==> config.mk <==
export PLATFORM = sky130hd
export DESIGN_NAME = serial_console_line_editor_core
export DESIGN_NICKNAME = d
export VERILOG_FILES = /design/src/scle_pkg.sv /design/src/serial_console_line_editor_core.sv /design/src/scle_ram.sv
export VERILOG_INCLUDE_DIRS = /design/src /design/src/src
export SDC_FILE = /design/constraint.sdc
export NUM_CORES = 1
export LEC_CHECK = 0
export BUFFER_PORTS_ARGS = -buffer_cell sky130_fd_sc_hd__buf_2
export CAP_MARGIN = 20
export CORE_ASPECT_RATIO = 0.5
export CORE_MARGIN = 5
export CORE_UTILIZATION = 61
export DETAILED_ROUTE_END_ITERATION = 10
export PLACE_DENSITY = 0.78
export RECOVER_POWER = 50
export REMOVE_ABC_BUFFERS = 1
export SYNTH_ARGS = -nofsm -noshare
export SYNTH_HDL_FRONTEND = slang
export SYNTH_SLANG_ARGS = --single-unit
==> constraint.sdc <==
create_clock -name clk -period 3.5 [get_ports clk]
set_input_delay 0.175 -clock clk [delete_from_list [all_inputs] [get_ports clk]]
set_output_delay 0.175 -clock clk [all_outputs]
set_load 0.05 [all_outputs]
==> src/serial_console_line_editor_core_macros.svh <==
// Assertion macros for the serial console line editor.
`ifndef SERIAL_CONSOLE_LINE_EDITOR_CORE_MACROS_SVH
`define SERIAL_CONSOLE_LINE_EDITOR_CORE_MACROS_SVH

// Same-cycle implication, disabled in reset.
`define SCLE_ASSERT_NOW(lbl, ante, cons, msg) \
  lbl: assert property (@(posedge clk) disable iff (rst) (ante) |-> (cons)) else $error(msg);

// Next-cycle implication, disabled in reset.
`define SCLE_ASSERT_NEXT(lbl, ante, cons, msg) \
  lbl: assert property (@(posedge clk) disable iff (rst) (ante) |=> (cons)) else $error(msg);

`endif

==> src/scle_pkg.sv <==
// Constants, types and character helpers shared by the serial console line editor.
`timescale 1ns / 1ps

package scle_pkg;

  localparam int LINE_CAPACITY = 32;
  localparam int FILL_W        = $clog2(LINE_CAPACITY);

  localparam int ECHO_MAX = 5;
  localparam int ECHO_CW  = $clog2(ECHO_MAX + 1);

  localparam logic [7:0] CH_BS    = 8'h08;
  localparam logic [7:0] CH_LF    = 8'h0A;
  localparam logic [7:0] CH_CR    = 8'h0D;
  localparam logic [7:0] CH_SPACE = 8'h20;
  localparam logic [7:0] CH_GT    = 8'h3E;
  localparam logic [7:0] CH_TILDE = 8'h7E;
  localparam logic [7:0] CH_DEL   = 8'h7F;

  localparam logic KIND_BYTE = 1'b0;
  localparam logic KIND_DONE = 1'b1;

  localparam logic DEST_TERM = 1'b0;
  localparam logic DEST_CMD  = 1'b1;

  typedef logic [ECHO_MAX-1:0][7:0] echo_buf_t;

  // Entry 0 goes out first.
  localparam echo_buf_t ECHO_EOL   = {CH_SPACE, CH_GT, CH_GT, CH_CR, CH_LF};
  localparam echo_buf_t ECHO_ERASE = {8'h00, 8'h00, CH_BS, CH_SPACE, CH_BS};

  function automatic logic is_eol(input logic [7:0] b);
    is_eol = (b == CH_CR) || (b == CH_LF);
  endfunction

  function automatic logic is_erase(input logic [7:0] b);
    is_erase = (b == CH_BS) || (b == CH_DEL);
  endfunction

  function automatic logic is_print(input logic [7:0] b);
    is_print = (b >= CH_SPACE) && (b <= CH_TILDE);
  endfunction

endpackage

==> src/serial_console_line_editor_core.sv <==
// Serial console line editor: echo, line collection and handoff to the command side.
//
//  channel | direction | tdata       | tuser     | tlast
//  s_*     | in        | rx_byte     | kind      | -
//  m_*     | out       | out_byte    | dest      | last
//
// An item is taken, then its results go out one per cycle while the output is free.
// Line handoff reads the line store, whose read data is registered.
// Input is taken only while no results of the prior item are outstanding.
// Output stalls hold the sequencer. Synchronous reset clears all control state;
// the line store is not cleared (only written entries are ever read).
`timescale 1ns / 1ps

module serial_console_line_editor_core (
  input  logic       clk,
  input  logic       rst,
  input  logic       s_tvalid,
  output logic       s_tready,
  input  logic [7:0] s_tdata,   // [7:0] rx_byte
  input  logic       s_tuser,   // [0] kind
  output logic       m_tvalid,
  input  logic       m_tready,
  output logic [7:0] m_tdata,   // [7:0] out_byte
  output logic       m_tuser,   // [0] dest
  output logic       m_tlast
);

  import scle_pkg::*;

  `include "serial_console_line_editor_core_macros.svh"

  localparam logic [1:0] S_IDLE = 2'd0;
  localparam logic [1:0] S_ECHO = 2'd1;
  localparam logic [1:0] S_PEND = 2'd2;
  localparam logic [1:0] S_LINE = 2'd3;

  logic [1:0]        state;
  logic              waiting;
  logic              pending_valid;
  logic [7:0]        pending_byte;
  logic [FILL_W-1:0] fill_count;
  logic [FILL_W-1:0] line_len;
  logic [FILL_W-1:0] rd_ptr;
  logic              line_dv;
  echo_buf_t         echo_buf;
  logic [ECHO_CW-1:0] echo_cnt;
  logic              echo_final;
  logic              redo;
  logic              line_go;

  logic              accept;
  logic              out_free;
  logic              echo_load;
  logic              line_load;
  logic              rd_issue;
  logic              dc_apply;
  logic [7:0]        dc_byte;
  echo_buf_t         dc_buf;
  logic [ECHO_CW-1:0] dc_cnt;
  logic              dc_line;
  logic              dc_wr;
  logic [FILL_W-1:0] dc_fill;
  logic [7:0]        ram_rdata;

  assign s_tready  = (state == S_IDLE) && !rst;
  assign accept    = s_tvalid && s_tready;
  assign out_free  = !m_tvalid || m_tready;
  assign echo_load = (state == S_ECHO) && out_free;
  assign line_load = (state == S_LINE) && line_dv && out_free;
  assign rd_issue  = (state == S_LINE) && (rd_ptr != line_len) && (!line_dv || line_load);

  // A received byte is edited now, or after a done event if it was held.
  assign dc_apply = (accept && (s_tuser == KIND_BYTE) && !waiting) || (state == S_PEND);
  assign dc_byte  = (state == S_PEND) ? pending_byte : s_tdata;

  always_comb begin
    dc_buf  = {ECHO_MAX{8'h00}};
    dc_cnt  = '0;
    dc_line = 1'b0;
    dc_wr   = 1'b0;
    dc_fill = fill_count;
    if (is_eol(dc_byte)) begin
      dc_buf = ECHO_EOL;
      if (fill_count != '0) begin
        dc_cnt  = ECHO_CW'(2);
        dc_line = 1'b1;
        dc_fill = '0;
      end else begin
        dc_cnt = ECHO_CW'(ECHO_MAX);
      end
    end else if (is_erase(dc_byte)) begin
      if (fill_count != '0) begin
        dc_buf  = ECHO_ERASE;
        dc_cnt  = ECHO_CW'(3);
        dc_fill = fill_count - 1'b1;
      end
    end else if (is_print(dc_byte)) begin
      dc_buf[0] = dc_byte;
      dc_cnt    = ECHO_CW'(1);
      dc_wr     = 1'b1;
      // full line: last slot is overwritten, count stays
      if (fill_count != FILL_W'(LINE_CAPACITY - 1)) begin
        dc_fill = fill_count + 1'b1;
      end
    end
  end

  // Writes happen only while editing, reads only during handoff: no overlap.
  scle_ram #(
    .WIDTH(8),
    .DEPTH(LINE_CAPACITY)
  ) u_line_store (
    .clk  (clk),
    .we   (dc_apply && dc_wr),
    .waddr(fill_count),
    .wdata(dc_byte),
    .re   (rd_issue),
    .raddr(rd_ptr),
    .rdata(ram_rdata)
  );

  always_ff @(posedge clk) begin
    if (rst) begin
      state         <= S_IDLE;
      waiting       <= 1'b0;
      pending_valid <= 1'b0;
      pending_byte  <= 8'h00;
      fill_count    <= '0;
      rd_ptr        <= '0;
      line_dv       <= 1'b0;
      echo_cnt      <= '0;
      redo          <= 1'b0;
      line_go       <= 1'b0;
      echo_final    <= 1'b0;
      m_tvalid      <= 1'b0;
    end else begin
      if (m_tvalid && m_tready && !echo_load && !line_load) begin
        m_tvalid <= 1'b0;
      end

      case (state)
        S_IDLE: begin
          if (accept && waiting) begin
            if (s_tuser == KIND_BYTE) begin
              if (!pending_valid) begin
                pending_valid <= 1'b1;
                pending_byte  <= s_tdata;
              end
            end else begin
              echo_buf   <= ECHO_EOL;
              echo_cnt   <= ECHO_CW'(ECHO_MAX);
              waiting    <= 1'b0;
              redo       <= pending_valid;
              line_go    <= 1'b0;
              // prompt carries last unless the held byte yields output
              echo_final <= !(pending_valid &&
                              (is_print(pending_byte) || is_eol(pending_byte)));
              state      <= S_ECHO;
            end
          end
        end
        S_ECHO: begin
          if (echo_load) begin
            m_tvalid <= 1'b1;
            m_tdata  <= echo_buf[0];
            m_tuser  <= DEST_TERM;
            m_tlast  <= (echo_cnt == ECHO_CW'(1)) && echo_final;
            echo_buf <= {8'h00, echo_buf[ECHO_MAX-1:1]};
            echo_cnt <= echo_cnt - 1'b1;
            if (echo_cnt == ECHO_CW'(1)) begin
              state <= redo ? S_PEND : (line_go ? S_LINE : S_IDLE);
            end
          end
        end
        S_LINE: begin
          if (rd_issue) begin
            rd_ptr  <= rd_ptr + 1'b1;
            line_dv <= 1'b1;
          end else if (line_load) begin
            line_dv <= 1'b0;
          end
          if (line_load) begin
            m_tvalid <= 1'b1;
            m_tdata  <= ram_rdata;
            m_tuser  <= DEST_CMD;
            m_tlast  <= (rd_ptr == line_len);
            if (rd_ptr == line_len) begin
              state <= S_IDLE;
            end
          end
        end
        S_PEND: begin
          pending_valid <= 1'b0;
        end
        default: begin
          state <= S_IDLE;
        end
      endcase

      if (dc_apply) begin
        echo_buf   <= dc_buf;
        echo_cnt   <= dc_cnt;
        fill_count <= dc_fill;
        echo_final <= !dc_line;
        line_go    <= dc_line;
        redo       <= 1'b0;
        if (dc_line) begin
          line_len <= fill_count;
          rd_ptr   <= '0;
          waiting  <= 1'b1;
        end
        state <= (dc_cnt != '0) ? S_ECHO : S_IDLE;
      end
    end
  end

  `SCLE_ASSERT_NOW(a_wait_empty, waiting, fill_count == '0, "line not empty while waiting")
  `SCLE_ASSERT_NOW(a_idle_drained, s_tready, (echo_cnt == '0) && !line_dv, "idle with results left")
  `SCLE_ASSERT_NOW(a_held_byte, pending_valid && !waiting, redo || (state == S_PEND), "held byte lost")

endmodule

==> src/scle_ram.sv <==
// Generic single-write, single-read RAM with registered read data.
`timescale 1ns / 1ps

module scle_ram #(
  parameter int WIDTH = 8,
  parameter int DEPTH = 32
) (
  input  logic                     clk,
  input  logic                     we,
  input  logic [$clog2(DEPTH)-1:0] waddr,
  input  logic [WIDTH-1:0]         wdata,
  input  logic                     re,
  input  logic [$clog2(DEPTH)-1:0] raddr,
  output logic [WIDTH-1:0]         rdata
);

  logic [WIDTH-1:0] mem [DEPTH];

  always_ff @(posedge clk) begin
    if (we) begin
      mem[waddr] <= wdata;
    end
    if (re) begin
      rdata <= mem[raddr];
    end
  end

endmodule

### Word level (Yosys, flattened, before mapping)

Memories as Yosys holds them, arrays and structs flattened. A register that Yosys moved wholly into a read port is not among the register bits.
Index checks and enable logic that the tools add are counted.
W data, S select, Z words.

| storage, ports and cells | value |
|---|---|
| register bits after elaboration | 85 |
| bits in latches | 0 |
| memory bits (writable) | 256 |
| memory bits (read-only) | 0 |
| bits of input ports | 13 |
| logic and storage cells | 196 |
| memories kept | 1 |

Memories:

| memory | depth | width | rd ports | clocked after memory_dff | write ports | RTL line | text |
|---|---|---|---|---|---|---|---|
| u_line_store.mem | 32 | 8 | 1 | 1 | 1 | scle_ram.sv:17 | `logic [WIDTH-1:0] mem [DEPTH];` |

| cells by class | value |
|---|---|
| $add $sub $neg | 4 |
| multipliers | 0 |
| divide/modulo/power cells | 0 |
| magnitude comparators | 4 |
| eq/ne operators | 25 |
| shift operators | 0 |
| muxes and demuxes | 80 |
| bitwise operators | 3 |
| reduce and logical (&&, ||, !) cells | 58 |

Operators by type and width:

| cell | number |
|---|---|
| $mux W40 | 5 |
| $pmux W40 S2 | 1 |
| $mux W5 | 10 |
| $eq A8 B4 Y1 const B | 5 |
| $mux W8 | 5 |
| $mux W1 | 33 |
| $mux W32 | 1 |
| $mux W3 | 7 |
| $mux W2 | 10 |
| $mux W20 | 1 |
| $logic_and A1 B1 Y1 | 18 |
| $ge A8 B6 Y1 const B | 2 |
| $le A8 B7 Y1 const B | 2 |
| $pmux W8 S2 | 1 |
| $reduce_and A3 Y1 | 4 |
| $reduce_and A4 Y1 | 3 |
| $reduce_bool A2 Y1 | 6 |
| $reduce_bool A3 Y1 | 4 |
| $add A5 B1 Y5 const B | 2 |
| $reduce_and A5 Y1 | 2 |
| $ne A3 B2 Y1 const B | 3 |
| $ne A3 B3 Y1 const B | 3 |
| $eq A8 B7 Y1 const B | 1 |
| $logic_not A1 Y1 | 8 |
| other kinds (21) | 37 |

### Longest topological paths before layout

| depth | value |
|---|---|
| depth after elaboration | 10 |
| mapped depth | 11 |
| depth with buffers taken out | 10 |

### Cells and area by module

Synthesis repeated with hierarchy kept, for this count alone.

| second synthesis, totals | value |
|---|---|
| cells, all modules | 735 |
| area total of the unflattened synthesis | 13360.3 µm² |

Modules (own cells, without submodules):

| module | times used | cells each | area each (µm²) |
|---|---|---|---|
| scle_ram | 1 | 417 | 10133.5 |
| serial_console_line_editor_core | 1 | 318 | 3226.8 |

### Worst setup path before layout

OpenSTA, ideal clock, no wires.

| timing path | value |
|---|---|
| path kind | register to register |
| from | reg state[0] |
| to | reg fill_count[4] |
| setup time | 95 ps |
| data arrival time | 2562 ps |
| required time | 3405 ps |
| path slack | 843 ps |
| stages on the path, launching flop included | 12 |
| clock period less this slack | 2657 ps |
| path through | dfxtp_1 nand2b_1 buf_4 mux2i_4 nand4_1 a21oi_2 ha_1 a21o_1 a21oi_1 xnor2_1 or4_1 o311ai_1 |

| on the way | value |
|---|---|
| longest elaborated chain between the ends | 7 |

Ends and longest elaborated chain:

| item | RTL line | text |
|---|---|---|
| start, declared | serial_console_line_editor_core.sv:37 | `logic [1:0] state;` |
| start signal, assigned | serial_console_line_editor_core.sv:171 | `state <= redo ? S_PEND : (line_go ? S_LINE : S_IDLE);` |
| start signal, assigned | serial_console_line_editor_core.sv:212 | `state <= (dc_cnt != '0) ? S_ECHO : S_IDLE;` |
| branches (longest 7 deep; another with $ge A8 B6 Y1) | -- |  |
| end signal, assigned | serial_console_line_editor_core.sv:203 | `fill_count <= dc_fill;` |
| end, declared | serial_console_line_editor_core.sv:41 | `logic [FILL_W-1:0] fill_count;` |

Several ways; the timed one is not identified.
A chain may end at the register's enable or synchronous reset.

### Worst setup path after layout

Same ends and word-level chain as after synthesis.

==> flow_metrics.tcl <==
set metrics [dict create \
    ys.flop_type "edfxtp_1" \
    crit_fanout 13 \
    clk_latency_ps 550 \
    ant_nets 0 \
    vias 7370 \
    dieHeight_um 114.1 \
    power_density_nw_per_um2 503.8 \
    vias_per_cell 6.454 \
    outcome "finished with violations" \
    antenna_found_initial 0 \
    synth_most_common_cell "edfxtp_1" \
    max_freq_mhz 316.6 \
    ys_seq_elements 324 \
    cts_resized 0 \
    violations "max-capacitance violations, max-slew violations" \
    grt_pass1_vias 7274 \
    rr_startpoint "state[0]" \
    synthTopCellsByCount "294 x edfxtp_1, 80 x mux4_2, 70 x nor2_1" \
    ctsLongestPathBuffers 3 \
    ys_types 60 \
    cts_hold_buffers 9 \
    worstMarginPinSlew_ps 1810 \
    startpoint_type "flip-flop" \
    synthTopCellsByArea "edfxtp_1 67%, mux4_2 14%, dfxtp_1 4.5%" \
    required_ps 3950 \
    firstDrtPassIters 7 \
    cp.arrival_ps 3610 \
    grtUsageTotal_pct 24.49 \
    holdPathStages 3 \
    grt_pass1_wl_um 45210 \
    preCtsSetupSlack_ps 418.6 \
    rows 38 \
    dp_hpwl_um 18210 \
    hp-class "input port to flip-flop" \
    synth.largest_area_cell "edfxtp_1" \
    path_clk_slew_ps 70 \
    fillers 1318 \
    fin_nets 842 \
    coreArea_um2 21490 \
    place_congestion 0.8701 \
    cts_tree "done" \
    rsz0062_at_grt "false" \
    clock-sinks 324 \
    min_from "s_tuser" \
    drc 0 \
    cts_root_buffer "clkbuf_16" \
    p_total_mw 7.552 \
    slew_viol_final 201 \
    worstHoldEndpoint "redo" \
    antenna_cells 0 \
    initial_core_util_pct 61.50 \
    synth_area_um2 13220 \
    setup_slack_ps 341.6 \
    synth_edf_count 294 \
    ys_warn_count 0 \
    syn_to_final_growth_pct 13.41 \
    reg2reg_depth 12 \
    dp_cells 1082 \
    syn_inst 733 \
    die_w_um 218.2 \
    port_buffers 24 \
    drv_cap 6 \
    ys_seq_area_share_pct 71.34 \
    period_minus_slack_ps 3158 \
    cts_buffers 27 \
    total_leakage_power_nw 4.757 \
    dpl_cell_area_um2 14050 \
    setup_violations 0 \
    yosys.area.top_type_share_pct 66.80 \
    die_area_um2 24890 \
    wl_per_cell_um 25.97 \
    pin_count 25 \
    hold_violations 0 \
    vdd_drop_max_uv 349.9 \
    grt_max_degree 44 \
    drive_above_1_share_pct 24.70 \
    htree_levels 1 \
    drt-total-wl_um 29650 \
    cp-end-kind "flip-flop" \
    fin_skew_ps 11.06 \
    post-route-period-util_pct 90.24 \
    drt-initial-drc-count 881 \
    final_core_util_pct 69.75 \
    worst-setup-path-type "flip-flop to flip-flop" \
    async_reset_ff_share_pct 0 \
    slew_headroom_pct -20.66 \
    post_cts_buffers 0 \
    syn_area_per_cell_um2 18.03 \
    overflow 0 \
    r2r_setup_slack_ps 340 \
    reg2reg_to "fill_count[4]" \
    fin_cells 1142 \
    final_cell_area_um2 14990 \
]
## critical path, stage by stage (launching register included)
cell and delay, ps:
dfxtp_1 330, buf_4 180, nor2b_1 60, buf_4 180
o31ai_1 480, nand4_1 210, a21oi_2 390, ha_1 320
a21o_1 160, a21oi_1 170, xnor2_1 110, or4_1 410
o311ai_1 80
## worst max path at each step
stage | startpoint | endpoint | slack, ps | cells past startpoint
after floorplan | rd_ptr[0] | rd_ptr[3] | -1010 | 7
after global placement | state[0] | fill_count[4] | 520 | 11
after detailed placement | state[0] | fill_count[4] | 420 | 12
after CTS | state[0] | fill_count[4] | 410 | 12
after global routing | state[0] | fill_count[4] | 230 | 12
final | state[0] | fill_count[4] | 340 | 12
## placed cells by master, fill, tap and decap left out, types with 6 or more instances in the layout
cell,netlist,final
dfxtp_1,30,28
nor3_1,8,8
clkinv_1,0,6
clkbuf_1,26,25
ha_1,7,7
dlygate4sd3_1,0,9
nand3_1,11,11
buf_4,1,50
inv_1,18,18
or3_1,8,8
xnor2_1,6,6
nand2_1,27,27
edfxtp_1,294,294
clkbuf_16,0,27
buf_2,7,12
nor2_1,70,70
xor2_1,6,6
mux2_2,18,13
a21oi_1,15,15
mux2i_1,13,13
mux4_2,80,80
nand2b_1,8,8
o21ai_0,10,9
## area by class of cell
class                           instances  area (µm²)  area share, %
Clock inverter                         20       210.2          1.402
Sequential cell                       324        9432          62.92
Tap cell                              300       375.4          2.504
Inverter                               18       67.56         0.4508
Timing Repair Buffer                   95       631.9          4.215
Multi-Input combinational cell        355        3576          23.86
Clock buffer                           30       696.9          4.649
## sequential cells by signal (all words and copies together) (netlist names), 2 cells and up
register,flops
u_line_store.mem,256
echo_buf,15
m_tdata,8
pending_byte,8
u_line_store.rdata,8
fill_count,5
line_len,5
rd_ptr,5
echo_cnt,3
state,2
## cells by family (layout without fill, tap and decap cells)
| family | count (synthesis) | in the layout | share of synthesized area (%) |
|---|---|---|---|
| AND/OR/NAND/NOR | 158 | 158 | 5.623 |
| adder cells (fa/ha/maj) | 8 | 8 | 0.8141 |
| AO/OA/AOI/OAI | 64 | 64 | 3.446 |
| buffers and inverters | 54 | 163 | 1.628 |
| XOR/XNOR | 12 | 12 | 0.7952 |
| flip-flops | 324 | 324 | 71.34 |
| other | 1 | 1 | 0.02837 |
| multiplexers | 112 | 112 | 16.32 |
## metrics by stage
| stage | hold slack (ps) | TNS, ps |
|---|---|---|
| final | 31.85 | 0 |
| after global routing | 70.94 | 0 |
| after CTS | 20.36 | 0 |
| after detailed placement | 464.6 | 0 |
| after global placement | 453.9 | 0 |
| after floorplan | 244.1 | -19700 |
## per-layer routing
layer | up-vias | GRT usage (%) | share of wire [%]
li1 | 3102 | - | -
met1 | 3720 | 35.45 | 40
met2 | 476 | 37.90 | 46
met3 | 72 | 6.156 | 11
met4 | 0 | 7.441 | 3.5
met5 | - | 0 | 0
## power by group
group / leakage, nW / internal (mW) / switching, mW
clock: 0.445 / 1.74 / 1.36
combinational: 1.43 / 0.0569 / 0.156
sequential: 2.88 / 4.23 / 0.0128
total: 4.76 / 6.03 / 1.52
Note: power is estimated with default switching activity, not from simulation.
